[config.mk]
export PLATFORM = sky130hd
export DESIGN_NAME = keyed_deque_engine_unit
export DESIGN_NICKNAME = d
export VERILOG_FILES = /design/src/rtl/kde_pkg.sv /design/src/rtl/kde_ram.sv /design/src/rtl/kde_ctrl.sv /design/src/rtl/keyed_deque_engine_unit.sv
export SDC_FILE = /design/constraint.sdc
export NUM_CORES = 2
export LEC_CHECK = 0
export ABC_AREA = 1
export BUFFER_PORTS_ARGS = -buffer_cell sky130_fd_sc_hd__buf_2
export CORE_MARGIN = 4
export CORE_UTILIZATION = 32
export DETAILED_ROUTE_END_ITERATION = 7
export GPL_TIMING_DRIVEN = 0
export PLACE_DENSITY = 0.59
export SLEW_MARGIN = 20
export SYNTH_ARGS = -nofsm -noshare
export SYNTH_HDL_FRONTEND = slang
export SYNTH_SLANG_ARGS = --single-unit
[constraint.sdc]
create_clock -name clk -period 4.5 [get_ports clk]
set_input_delay 0.225 -clock clk [delete_from_list [all_inputs] [get_ports clk]]
set_output_delay 0.225 -clock clk [all_outputs]
set_load 0.005 [all_outputs]
[src/rtl/kde_pkg.sv]
// shared types, codes and defaults for the keyed deque engine
`timescale 1ns / 1ps
package kde_pkg;

  localparam int DEF_CAPACITY = 64;
  localparam int KEY_W        = 16;
  localparam int KIND_W       = 3;
  localparam int STATUS_W     = 2;
  localparam int COUNT_OUT_W  = 7;

  localparam logic [KIND_W-1:0] KIND_PUSH_BACK  = 3'd0;
  localparam logic [KIND_W-1:0] KIND_PUSH_FRONT = 3'd1;
  localparam logic [KIND_W-1:0] KIND_REMOVE     = 3'd2;
  localparam logic [KIND_W-1:0] KIND_POP_FRONT  = 3'd3;
  localparam logic [KIND_W-1:0] KIND_LOOKUP     = 3'd4;
  localparam logic [KIND_W-1:0] KIND_NEXT_AFTER = 3'd5;

  localparam logic [STATUS_W-1:0] ST_OK       = 2'd0;
  localparam logic [STATUS_W-1:0] ST_EMPTY    = 2'd1;
  localparam logic [STATUS_W-1:0] ST_NOTFOUND = 2'd2;
  localparam logic [STATUS_W-1:0] ST_FULL     = 2'd3;

  typedef struct packed {
    logic [KEY_W-1:0] ride;
    logic [KEY_W-1:0] customer;
    logic [KEY_W-1:0] key;
  } entry_t;

  typedef struct packed {
    logic [STATUS_W-1:0]    status;
    entry_t                 entry;
    logic [COUNT_OUT_W-1:0] entry_count;
  } result_t;

  typedef enum logic [2:0] {
    S_IDLE,
    S_DECODE,
    S_SCAN,
    S_SHIFT,
    S_NEXT_RD,
    S_POP_RD,
    S_REPORT
  } state_t;

endpackage

[src/rtl/kde_ram.sv]
// generic simple dual-port ram with registered read
`timescale 1ns / 1ps
module kde_ram #(
  parameter int WIDTH = 8,
  parameter int DEPTH = 64,
  localparam int AW = (DEPTH > 1) ? $clog2(DEPTH) : 1
) (
  input  logic             clk,
  input  logic             we,
  input  logic [AW-1:0]    waddr,
  input  logic [WIDTH-1:0] wdata,
  input  logic [AW-1:0]    raddr,
  output logic [WIDTH-1:0] rdata
);

  logic [WIDTH-1:0] mem [DEPTH];

  always_ff @(posedge clk) begin
    if (we) begin
      mem[waddr] <= wdata;
    end
    rdata <= mem[raddr];
  end

endmodule

[src/rtl/kde_ctrl.sv]
// sequencer: circular store pointers, key scan and removal shift
`timescale 1ns / 1ps
module kde_ctrl #(
  parameter int CAPACITY = kde_pkg::DEF_CAPACITY,
  localparam int PW = $clog2(CAPACITY),
  localparam int CW = $clog2(CAPACITY + 1)
) (
  input  logic                        clk,
  input  logic                        rst,
  input  logic                        in_valid,
  output logic                        in_ready,
  input  logic [kde_pkg::KIND_W-1:0]  in_kind,
  input  logic [kde_pkg::KEY_W-1:0]   in_key,
  input  logic [kde_pkg::KEY_W-1:0]   in_customer,
  input  logic [kde_pkg::KEY_W-1:0]   in_ride,
  input  logic                        out_free,
  output logic                        res_valid,
  output kde_pkg::result_t            res,
  output logic                        mem_we,
  output logic [PW-1:0]               mem_waddr,
  output kde_pkg::entry_t             mem_wdata,
  output logic [PW-1:0]               mem_raddr,
  input  kde_pkg::entry_t             mem_rdata
);
  import kde_pkg::*;

  state_t state, state_next;
  logic [PW-1:0] head, head_next;
  logic [CW-1:0] count, count_next;
  logic [KIND_W-1:0] op_kind, op_kind_next;
  logic [KEY_W-1:0] op_key, op_key_next;
  logic [KEY_W-1:0] op_customer, op_customer_next;
  logic [KEY_W-1:0] op_ride, op_ride_next;
  logic [CW-1:0] rd_idx, rd_idx_next;
  logic [CW-1:0] cmp_idx, cmp_idx_next;
  logic cmp_valid, cmp_valid_next;
  logic [CW-1:0] wr_idx, wr_idx_next;
  logic [STATUS_W-1:0] res_status, res_status_next;
  entry_t res_entry, res_entry_next;

  logic [CW-1:0] rd_sel;
  logic [PW-1:0] head_dec, head_inc;
  logic is_empty, is_full, match, cmp_last, shift_last;
  logic [CW+COUNT_OUT_W-1:0] count_ext;

  // logical position to ram address, position is at most the capacity
  function automatic logic [PW-1:0] phys(input logic [PW-1:0] base, input logic [CW-1:0] idx);
    logic [PW+1:0] sum;
    sum = (PW+2)'(base) + (PW+2)'(idx);
    if (sum >= (PW+2)'(CAPACITY)) begin
      sum = sum - (PW+2)'(CAPACITY);
    end
    return sum[PW-1:0];
  endfunction

  assign head_dec   = (head == '0) ? PW'(CAPACITY - 1) : head - 1'b1;
  assign head_inc   = (head == PW'(CAPACITY - 1)) ? '0 : head + 1'b1;
  assign is_empty   = (count == '0);
  assign is_full    = (count == CW'(CAPACITY));
  assign match      = (mem_rdata.key == op_key);
  assign cmp_last   = (cmp_idx == count - 1'b1);
  assign shift_last = (wr_idx == count - CW'(2));
  assign count_ext  = {{COUNT_OUT_W{1'b0}}, count};

  // next state
  always_comb begin
    state_next = state;
    case (state)
      S_IDLE: begin
        if (in_valid) begin
          state_next = S_DECODE;
        end
      end
      S_DECODE: begin
        case (op_kind)
          KIND_POP_FRONT: state_next = is_empty ? S_REPORT : S_POP_RD;
          KIND_REMOVE, KIND_LOOKUP, KIND_NEXT_AFTER: begin
            state_next = is_empty ? S_REPORT : S_SCAN;
          end
          default: state_next = S_REPORT;
        endcase
      end
      S_SCAN: begin
        if (cmp_valid) begin
          if (match) begin
            case (op_kind)
              KIND_REMOVE:     state_next = cmp_last ? S_REPORT : S_SHIFT;
              KIND_NEXT_AFTER: state_next = S_NEXT_RD;
              default:         state_next = S_REPORT;
            endcase
          end else if (cmp_last) begin
            state_next = S_REPORT;
          end
        end
      end
      S_SHIFT: begin
        if (shift_last) begin
          state_next = S_REPORT;
        end
      end
      S_NEXT_RD: state_next = S_REPORT;
      S_POP_RD:  state_next = S_REPORT;
      S_REPORT: begin
        if (out_free) begin
          state_next = S_IDLE;
        end
      end
      default: state_next = S_IDLE;
    endcase
  end

  // datapath and ram control
  always_comb begin
    head_next        = head;
    count_next       = count;
    op_kind_next     = op_kind;
    op_key_next      = op_key;
    op_customer_next = op_customer;
    op_ride_next     = op_ride;
    rd_idx_next      = rd_idx;
    cmp_idx_next     = cmp_idx;
    cmp_valid_next   = cmp_valid;
    wr_idx_next      = wr_idx;
    res_status_next  = res_status;
    res_entry_next   = res_entry;
    rd_sel           = rd_idx;
    mem_we           = 1'b0;
    mem_waddr        = phys(head, wr_idx);
    mem_wdata        = mem_rdata;
    in_ready         = 1'b0;
    res_valid        = 1'b0;
    case (state)
      S_IDLE: begin
        in_ready = 1'b1;
        if (in_valid) begin
          op_kind_next     = in_kind;
          op_key_next      = in_key;
          op_customer_next = in_customer;
          op_ride_next     = in_ride;
        end
      end
      S_DECODE: begin
        res_status_next = ST_OK;
        res_entry_next  = '0;
        rd_idx_next     = '0;
        cmp_valid_next  = 1'b0;
        mem_wdata       = '{ride: op_ride, customer: op_customer, key: op_key};
        case (op_kind)
          KIND_PUSH_BACK: begin
            if (is_full) begin
              res_status_next = ST_FULL;
            end else begin
              mem_we     = 1'b1;
              mem_waddr  = phys(head, count);
              count_next = count + 1'b1;
            end
          end
          KIND_PUSH_FRONT: begin
            if (is_full) begin
              res_status_next = ST_FULL;
            end else begin
              mem_we     = 1'b1;
              mem_waddr  = head_dec;
              head_next  = head_dec;
              count_next = count + 1'b1;
            end
          end
          KIND_POP_FRONT: begin
            rd_sel = '0;
            if (is_empty) begin
              res_status_next = ST_EMPTY;
            end
          end
          KIND_REMOVE, KIND_LOOKUP, KIND_NEXT_AFTER: begin
            if (is_empty) begin
              res_status_next = ST_EMPTY;
            end
          end
          default: begin
          end
        endcase
      end
      S_SCAN: begin
        rd_idx_next    = rd_idx + 1'b1;
        cmp_idx_next   = rd_idx;
        cmp_valid_next = 1'b1;
        if (cmp_valid) begin
          if (match) begin
            res_entry_next = mem_rdata;
            case (op_kind)
              KIND_REMOVE: begin
                if (cmp_last) begin
                  count_next = count - 1'b1;
                end else begin
                  wr_idx_next = cmp_idx;
                end
              end
              KIND_NEXT_AFTER: begin
                rd_sel = cmp_last ? '0 : cmp_idx + 1'b1;
              end
              default: begin
              end
            endcase
          end else if (cmp_last) begin
            res_status_next = ST_NOTFOUND;
          end
        end
      end
      S_SHIFT: begin
        mem_we = 1'b1;
        if (shift_last) begin
          count_next = count - 1'b1;
        end else begin
          wr_idx_next = wr_idx + 1'b1;
          rd_idx_next = rd_idx + 1'b1;
        end
      end
      S_NEXT_RD: begin
        res_entry_next = mem_rdata;
      end
      S_POP_RD: begin
        res_entry_next = mem_rdata;
        head_next      = head_inc;
        count_next     = count - 1'b1;
      end
      S_REPORT: begin
        res_valid = out_free;
      end
      default: begin
      end
    endcase
  end

  assign mem_raddr       = phys(head, rd_sel);
  assign res.status      = res_status;
  assign res.entry       = res_entry;
  assign res.entry_count = count_ext[COUNT_OUT_W-1:0];

  always_ff @(posedge clk) begin
    if (rst) begin
      state     <= S_IDLE;
      head      <= '0;
      count     <= '0;
      cmp_valid <= 1'b0;
    end else begin
      state     <= state_next;
      head      <= head_next;
      count     <= count_next;
      cmp_valid <= cmp_valid_next;
    end
  end

  always_ff @(posedge clk) begin
    op_kind     <= op_kind_next;
    op_key      <= op_key_next;
    op_customer <= op_customer_next;
    op_ride     <= op_ride_next;
    rd_idx      <= rd_idx_next;
    cmp_idx     <= cmp_idx_next;
    wr_idx      <= wr_idx_next;
    res_status  <= res_status_next;
    res_entry   <= res_entry_next;
  end

endmodule

[src/rtl/keyed_deque_engine_unit.sv]
// Look up and next after scan up to the matched position; a missed key and remove walk
// the whole store (count before the request). Request time is set by the single ram read
// port that the key scan and the removal shift walk one entry per cycle.
// One request at a time; a finished result waits in the output register while the
// next request is taken. Synchronous reset empties the store at once, no clearing pass.
`timescale 1ns / 1ps
module keyed_deque_engine_unit #(
  parameter int CAPACITY = kde_pkg::DEF_CAPACITY
) (
  input  logic        clk,
  input  logic        rst,
  input  logic        s_axis_tvalid,
  output logic        s_axis_tready,
  input  logic [47:0] s_axis_tdata,  // ticket_key, customer_tag, ride_tag
  input  logic [2:0]  s_axis_tuser,  // kind
  output logic        m_axis_tvalid,
  input  logic        m_axis_tready,
  output logic [55:0] m_axis_tdata,  // found_key, found_customer, found_ride, entry_count, pad
  output logic [1:0]  m_axis_tuser   // status
);
  import kde_pkg::*;

  localparam int PW = $clog2(CAPACITY);

  logic out_free, res_valid;
  result_t res, out_res;
  logic mem_we;
  logic [PW-1:0] mem_waddr, mem_raddr;
  entry_t mem_wdata, mem_rdata;

  assign out_free = !m_axis_tvalid || m_axis_tready;

  kde_ctrl #(.CAPACITY(CAPACITY)) u_ctrl (
    .clk         (clk),
    .rst         (rst),
    .in_valid    (s_axis_tvalid),
    .in_ready    (s_axis_tready),
    .in_kind     (s_axis_tuser),
    .in_key      (s_axis_tdata[15:0]),
    .in_customer (s_axis_tdata[31:16]),
    .in_ride     (s_axis_tdata[47:32]),
    .out_free    (out_free),
    .res_valid   (res_valid),
    .res         (res),
    .mem_we      (mem_we),
    .mem_waddr   (mem_waddr),
    .mem_wdata   (mem_wdata),
    .mem_raddr   (mem_raddr),
    .mem_rdata   (mem_rdata)
  );

  kde_ram #(.WIDTH($bits(entry_t)), .DEPTH(CAPACITY)) u_store (
    .clk   (clk),
    .we    (mem_we),
    .waddr (mem_waddr),
    .wdata (mem_wdata),
    .raddr (mem_raddr),
    .rdata (mem_rdata)
  );

  always_ff @(posedge clk) begin
    if (rst) begin
      m_axis_tvalid <= 1'b0;
    end else if (res_valid) begin
      m_axis_tvalid <= 1'b1;
    end else if (m_axis_tready) begin
      m_axis_tvalid <= 1'b0;
    end
  end

  always_ff @(posedge clk) begin
    if (res_valid) begin
      out_res <= res;
    end
  end

  assign m_axis_tdata = {1'b0, out_res.entry_count, out_res.entry.ride,
                         out_res.entry.customer, out_res.entry.key};
  assign m_axis_tuser = out_res.status;

endmodule

== Yosys cells after proc, flatten, opt, wreduce, memory -nomap -nowiden ==
Memory sizes are Yosys's and may differ from the RTL's. A register that Yosys moved wholly into a read port is not among the register bits.
Index checks and enable logic that the tools add are counted.

* Register bits: 197
* Memory bits (writable): 3072
* Input port bits: 55
* Output and inout bits: 60
* Logic and storage cells: 161
* Memories kept: 1

* Add/subtract/negate cells: 14
* Order comparisons: 3
* Eq/ne operators: 30
* Mux-type cells: 67
* Reduce and logical (&&, ||, !) cells: 25

{| class="wikitable"
|+ Memory list
! name !! depth !! bits a word !! read ports !! clocked after Yosys merged registers in !! wr ports !! RTL line !! RTL
|-
| u_store.mem || 64 || 48 || 1 || 1 || 1 || kde_ram.sv:16 || <nowiki>logic [WIDTH-1:0] mem [DEPTH];</nowiki>
|}

{| class="wikitable"
|+ Operators with widths
! cell !! number
|-
| 48-bit 2-to-1 mux || 3
|-
| 48-bit case mux with 3 select lines || 1
|-
| 7-bit 2-to-1 mux || 18
|-
| 6-bit 2-to-1 mux || 10
|-
| 7-bit by 1-bit adder with 7-bit output (second input constant) || 4
|-
| 7-bit case mux with 2 select lines || 2
|-
| 7-bit case mux with 4 select lines || 1
|-
| 6-bit by 7-bit adder with 8-bit output || 3
|-
| 8-bit by 7-bit greater-or-equal comparator with 1-bit output (second input constant) || 3
|-
| 3-bit 2-to-1 mux || 8
|-
| 6-bit case mux with 2 select lines || 2
|-
| 6-bit by 1-bit subtractor with 6-bit output (second input constant) || 4
|-
| 7-bit case mux with 3 select lines || 1
|-
| 3-bit case mux with 6 select lines || 1
|-
| 16-bit == test || 1
|-
| 2-bit inequality test (second input constant) || 8
|-
| 3-bit == test (second input constant) || 5
|-
| 7-bit == test || 2
|-
| 3-bit by 2-bit == test with 1-bit output (second input constant) || 4
|-
| 3-bit case mux with 2 select lines || 2
|-
| 2-bit 2-to-1 mux || 5
|-
| 2-bit by 1-bit inequality test with 1-bit output (second input constant) || 5
|-
| 1-bit 2-to-1 mux || 9
|-
| 2-bit case mux with 2 select lines || 2
|-
| other kinds (25) || 35
|}

== Depth between registers and ports, before layout ==
* Word-level depth: 10
* Gate-level depth with buffers: 27
* Depth with buffers taken out: 24

== Hierarchy ==
A second synthesis with hierarchy kept.

* Cells, all modules: 11127
* Area, all modules: 133753.3 sq um

{| class="wikitable"
|+ Modules (own cells, without submodules)
! module !! times used !! cells each !! area each (sq um) !! seq. area each (sq um)
|-
| kde_ram || 1 || 10128 || 124080.3 || 93209.4
|-
| kde_ctrl || 1 || 935 || 7907.6 || 4003.8
|-
| keyed_deque_engine_unit || 1 || 64 || 1765.4 || 1731.7
|}

== Worst setup path after synthesis ==
No wires, ideal clock.

* Kind: register -> register
* Start point: register u_ctrl.wr_idx[0]
* End point: memory u_store.mem[32][0] in the netlist's numbering (enable)
* Data arrival time: 4.059 ns
* Required time: 4.046 ns
* Setup slack: -0.013 ns
* Stages on the path, launching flop included: 13
* Period minus slack after synthesis: 4.513 ns
* Path through: edfxtp_1 -> ha_1 -> fa_1 -> nand2_1 -> nand2_1 -> a21oi_1 -> nand2_1 -> nor3b_1 -> a21oi_2 -> inv_1 -> nor2_1 -> nand2_1 -> nor2_1

* Word-level cells in the longest chain between the ends: 6

{| class="wikitable"
|+ Ends and longest elaborated chain
! item !! RTL line !! RTL
|-
| from (decl) || kde_ctrl.sv:37 || <nowiki>logic [CW-1:0] wr_idx, wr_idx_next;</nowiki>
|-
| from (signal assigned) || kde_ctrl.sv:260 || <nowiki>wr_idx <= wr_idx_next;</nowiki>
|-
| 6-bit by 7-bit adder with 8-bit output * || kde_ctrl.sv:49 || <nowiki>sum = (PW+2)'(base) + (PW+2)'(idx);</nowiki>
|-
| 8-bit by 7-bit greater-or-equal comparator with 1-bit output / 6-bit by 1-bit subtractor with 6-bit output (equally long branches) || kde_ctrl.sv:50, kde_ctrl.sv:51 ||
|-
| 6-bit 2-to-1 mux * || kde_ctrl.sv:50 || <nowiki>if (sum >= (PW+2)'(CAPACITY)) begin</nowiki>
|-
| 6-bit 2-to-1 mux (on tied branches) || kde_ctrl.sv:159, kde_ctrl.sv:150 ||
|-
| 6-bit case mux with 2 select lines || kde_ctrl.sv:148 || <nowiki>case (op_kind)</nowiki>
|-
| 6-bit 2-to-1 mux * || kde_ctrl.sv:132 || <nowiki>case (state)</nowiki>
|-
| to (decl) || kde_ram.sv:16 ||
|}

Mark *: on every way between the ends. The rest lies on a longest branch, timed or not.

== Final worst setup path ==
* Start point: register u_ctrl.op_key[5]
* End point: register u_store.rdata[20], read port of u_store.mem

* Word-level cells in the longest chain between the ends: 7

{| class="wikitable"
|+ Ends and longest elaborated chain
! item !! RTL line !! RTL
|-
| from (decl) || kde_ctrl.sv:31 || <nowiki>logic [KEY_W-1:0] op_key, op_key_next;</nowiki>
|-
| from (signal assigned) || kde_ctrl.sv:255 || <nowiki>op_key <= op_key_next;</nowiki>
|-
| 16-bit == test * || kde_ctrl.sv:60 || <nowiki>assign match = (mem_rdata.key == op_key);</nowiki>
|-
| 7-bit 2-to-1 mux * || kde_ctrl.sv:188 || <nowiki>if (match) begin</nowiki>
|-
| 7-bit 2-to-1 mux * || kde_ctrl.sv:187 || <nowiki>if (cmp_valid) begin</nowiki>
|-
| 7-bit case mux with 2 select lines * || kde_ctrl.sv:132 ||
|-
| 6-bit by 7-bit adder with 8-bit output * || kde_ctrl.sv:49 ||
|-
| 8-bit by 7-bit greater-or-equal comparator with 1-bit output / 6-bit by 1-bit subtractor with 6-bit output (equally long branches) || kde_ctrl.sv:50, kde_ctrl.sv:51 ||
|-
| 6-bit 2-to-1 mux * || kde_ctrl.sv:50 ||
|-
| to (decl) || kde_ram.sv:13 || <nowiki>output logic [WIDTH-1:0] rdata</nowiki>
|}

Marked as above.
A chain may end at the register's enable or synchronous reset.

==> impl_metrics.json <==
{
  "core_area_um2": 410000,
  "tritoncts": "built",
  "ant_nets": 0,
  "min-delay-start": "s_axis_tuser[0]",
  "antenna_found_initial": 24,
  "reg2reg_to": "u_store.rdata[20]",
  "synth_compound_area_share_pct": 11.7,
  "ctsHtreeMaxLevel": 5,
  "seq_area_um2": 99000,
  "netlist_area_um2": 132000,
  "busiest_layer": "met2",
  "synth_top_family_by_area": "compound AO/OA/AOI/OAI gates",
  "yosys_warnings": 0,
  "rsz0062_at_grt": "true",
  "use_met3_pct": 3.56,
  "gr-total-overflow": 0,
  "viasPerCell": 5.32,
  "avgSynthCellArea_um2": 13.0,
  "synth_xor_area_share_pct": 0.302,
  "arrival_ns": 5.69,
  "ys_seq_area_share_pct": 74.8,
  "layout_commonest_cell": "edfxtp_1",
  "crit_end": "u_store.rdata[20]",
  "setup_viol": 48,
  "remaining_drc_errors": 0,
  "fillers": 37400,
  "io_pins": 115,
  "status": "finished with violations",
  "finalCritPeriodShare_pct": 107,
  "slew_headroom_pct": 18.0,
  "synth-seq-cells": 3317,
  "clkLatencyLatePin_ns": 0.96,
  "io_buffers": 112,
  "synth_mux_area_share_pct": 0.00757,
  "grt_usage_pct": 20.1,
  "dieArea_um2": 423000,
  "startpoint": "u_ctrl.op_key[5]",
  "drive_above_1_share_pct": 19.8,
  "crit_chain": "xor2_1 -> nor2_2 -> nand2_2 -> nor2_4 -> nand3_4 -> nand2_4 -> nand2_4 -> nand2_4 -> o31ai_4 -> ha_2 -> fa_2 -> buf_12 -> buf_12 -> clkbuf_16 -> buf_16 -> buf_8 -> o21ai_2 -> o211ai_1 -> nand3_2 -> nand3_4 -> a21boi_4 -> nand3_2 -> nand2_2",
  "critPathRequiredTime_ns": 5.39,
  "finalNetCount": 11200,
  "async_reset_ff_share_pct": 0,
  "cts.path.max_buffers": 4,
  "violations": "setup timing",
  "synth_edf_count": 3251,
  "grt_pass1_wl_mm": 620,
  "layout_common_cells": "edfxtp_1 (3,251), nor2_1 (2,390), o21ai_0 (1,453)",
  "dieHeight_um": 651,
  "dr_total_vias": 89800,
  "die_x_um": 651,
  "use_met2_pct": 31.0,
  "place_hpwl_mm": 319,
  "synth.distinct_cells": 46,
  "syn_to_final_growth_pct": 26.6,
  "crit_fanout": 6,
  "critPathLaunchType": "register",
  "rows": 235,
  "place_congestion": 0.940,
  "cts.clk_slew.worst_paths_ns": 0.06,
  "synthAdderAreaFrac_pct": 0.301,
  "hold_class": "in -> reg",
  "ys.flop_type": "edfxtp_1",
  "start_util_pct": 32.2,
  "yosys.area_share.simple_pct": 10.1,
  "met1_usage_pct": 27.8,
  "rr_worst_depth": 23,
  "multi_input_area_um2": 34800,
  "r2r-start": "u_ctrl.op_key[5]",
  "cts-root-buf": "clkbuf_16",
  "r2r_slack_ns": -0.30,
  "fin_ws_ns": -0.301,
  "preCtsSetupSlack_ns": -3.10,
  "first_iter_violations": 12700,
  "cts_buffers": 346,
  "fin_tns_setup_ns": -8.94,
  "synth_cells": 10200,
  "crit_path_frequent_cell": "nand2_4",
  "routed_wl_mm": 442,
  "min_period_ns": 4.80,
  "grt_pass1_vias": 85100,
  "slowest_delay_ns": 0.57,
  "post_drt_wl_per_cell_um": 26.2,
  "hold_violations": 0,
  "synth_nets": 10300,
  "path_class": "reg -> reg",
  "worstMarginPinSlew_ns": 1.23,
  "slowest_stage": "fa_2",
  "maxCapViolCount": 0,
  "skew_ns": 0.0888,
  "endpoint_kind": "register",
  "fmaxAchievable_mhz": 208,
  "grt_max_degree": 30,
  "dr.pass1.iters": 6,
  "drv_slew": 0,
  "cts.sinks": 3317
}
sequential cells by signal, summed over array words and instances (netlist names):
name,count
u_ctrl.res_status,2
u_ctrl.wr_idx,7
u_ctrl.op_customer,16
m_axis_tvalid,1
u_ctrl.head,6
u_ctrl.count,7
u_ctrl.state,3
u_ctrl.res,48
u_ctrl.op_kind,3
u_ctrl.cmp_valid,1
u_ctrl.cmp_idx,7
m_axis_tuser,2
u_store.mem,3072
u_ctrl.rd_idx,7
u_ctrl.op_key,16
u_ctrl.op_ride,16
u_store.rdata,48
m_axis_tdata,55
metal layers:
metal  part of all wire, %  up-vias
met1                    40    44700
met3                    10      780
li1                      -    39600
met2                    44     4631
met5                 0.011        -
met4                   5.1        6
repair_timing:
action | 4_1_cts | 5_1_grt
cloned | 17 | 6
hold endpoints to repair | 96 | 0
pin swaps | 286 | 294
endpoints found under the setup margin | 483 | 576
gates resized for setup | 1298 | 390
hold buffers | 101 | 0
setup buffers | 57 | 26
logic make-up after synthesis:
group / Yosys count
and+or+nand+nor: 3332
DFF: 3317
AOI/OAI and AO/OA: 2630
buffers and inverters: 846
xor gates and xnor gates: 43
adders and majority gates: 30
other: 1
muxes: 1
final cells by class:
class / count / area share (%)
diodes: 10 / 0.0150
plain buffers: 698 / 3.05
clock buffers: 419 / 5.51
clock inverters: 212 / 1.24
inverters: 140 / 0.322
multi-input cells: 6037 / 20.8
flip-flops and latches: 3317 / 59.1
well taps: 5451 / 4.08
repair buffers: 604 / 5.85
cells in the mapped netlist (3+ instances only):
master	n	area, um^2
xor2_1	30	263
inv_1	127	477
nand2_1	244	916
a21boi_1	93	698
buf_6	12	135
inv_2	11	41.3
nand4_1	16	100
a21oi_1	29	145
dfxtp_1	66	1320
edfxtp_1	3251	97600
o21ai_1	40	200
fa_1	3	60.1
nand2_2	11	68.8
a31oi_1	98	613
nor2_1	2500	9380
buf_2	134	671
nor2_2	6	37.5
buf_4	54	405
a211oi_1	5	37.5
buf_1	72	270
o211ai_1	772	5800
o21ai_0	1582	7920
ha_1	27	338
nor2_4	3	33.8
or2_2	4	25.0
xnor2_1	11	96.3
nor3_1	6	30.0
nand3_1	539	2700
a21boi_0	4	30.0
clkbuf_1	434	1630
through the flow:
step | area, um^2 | hold slack [ns] | std cells | util, %
after CTS | 166000 | 0.0000894 | 16900 | 40.4
after detailed placement | 148000 | 0.403 | 16100 | 36.0
final | 167000 | 0.0528 | 16900 | 40.8
after global routing | 167000 | 0.0490 | 16900 | 40.8
after global placement | 140000 | 0.402 | 15800 | 34.0
after floorplan | 132000 | 0.324 | 10200 | -
how the worst min path moves through the flow:
| stage | to | cells past startpoint |
|---|---|---|
| 5_1_grt | u_ctrl.op_customer[13] | 2 |
| 2_1_floorplan | u_ctrl.op_customer[0] | 0 |
| 6_report | u_ctrl.op_kind[0] | 2 |
| 3_5_place_dp | u_ctrl.op_customer[12] | 1 |
| 3_3_place_gp | u_ctrl.op_key[13] | 1 |
| 4_1_cts | u_ctrl.op_kind[2] | 2 |
worst max-delay path: cells and delay by family (launching register included):
| family | cells | cell delay [ns] |
|---|---|---|
| AND/OR/NAND/NOR | 11 | 1.75 |
| buffers and inverters | 5 | 0.83 |
| adder cells (fa/ha/maj) | 2 | 0.77 |
| AO/OA/AOI/OAI | 4 | 0.71 |
| flip-flops | 1 | 0.43 |
| XOR/XNOR | 1 | 0.19 |
Power is not shown: default switching activity piles up to over one toggle a cycle in this logic, so the estimate is an artifact.
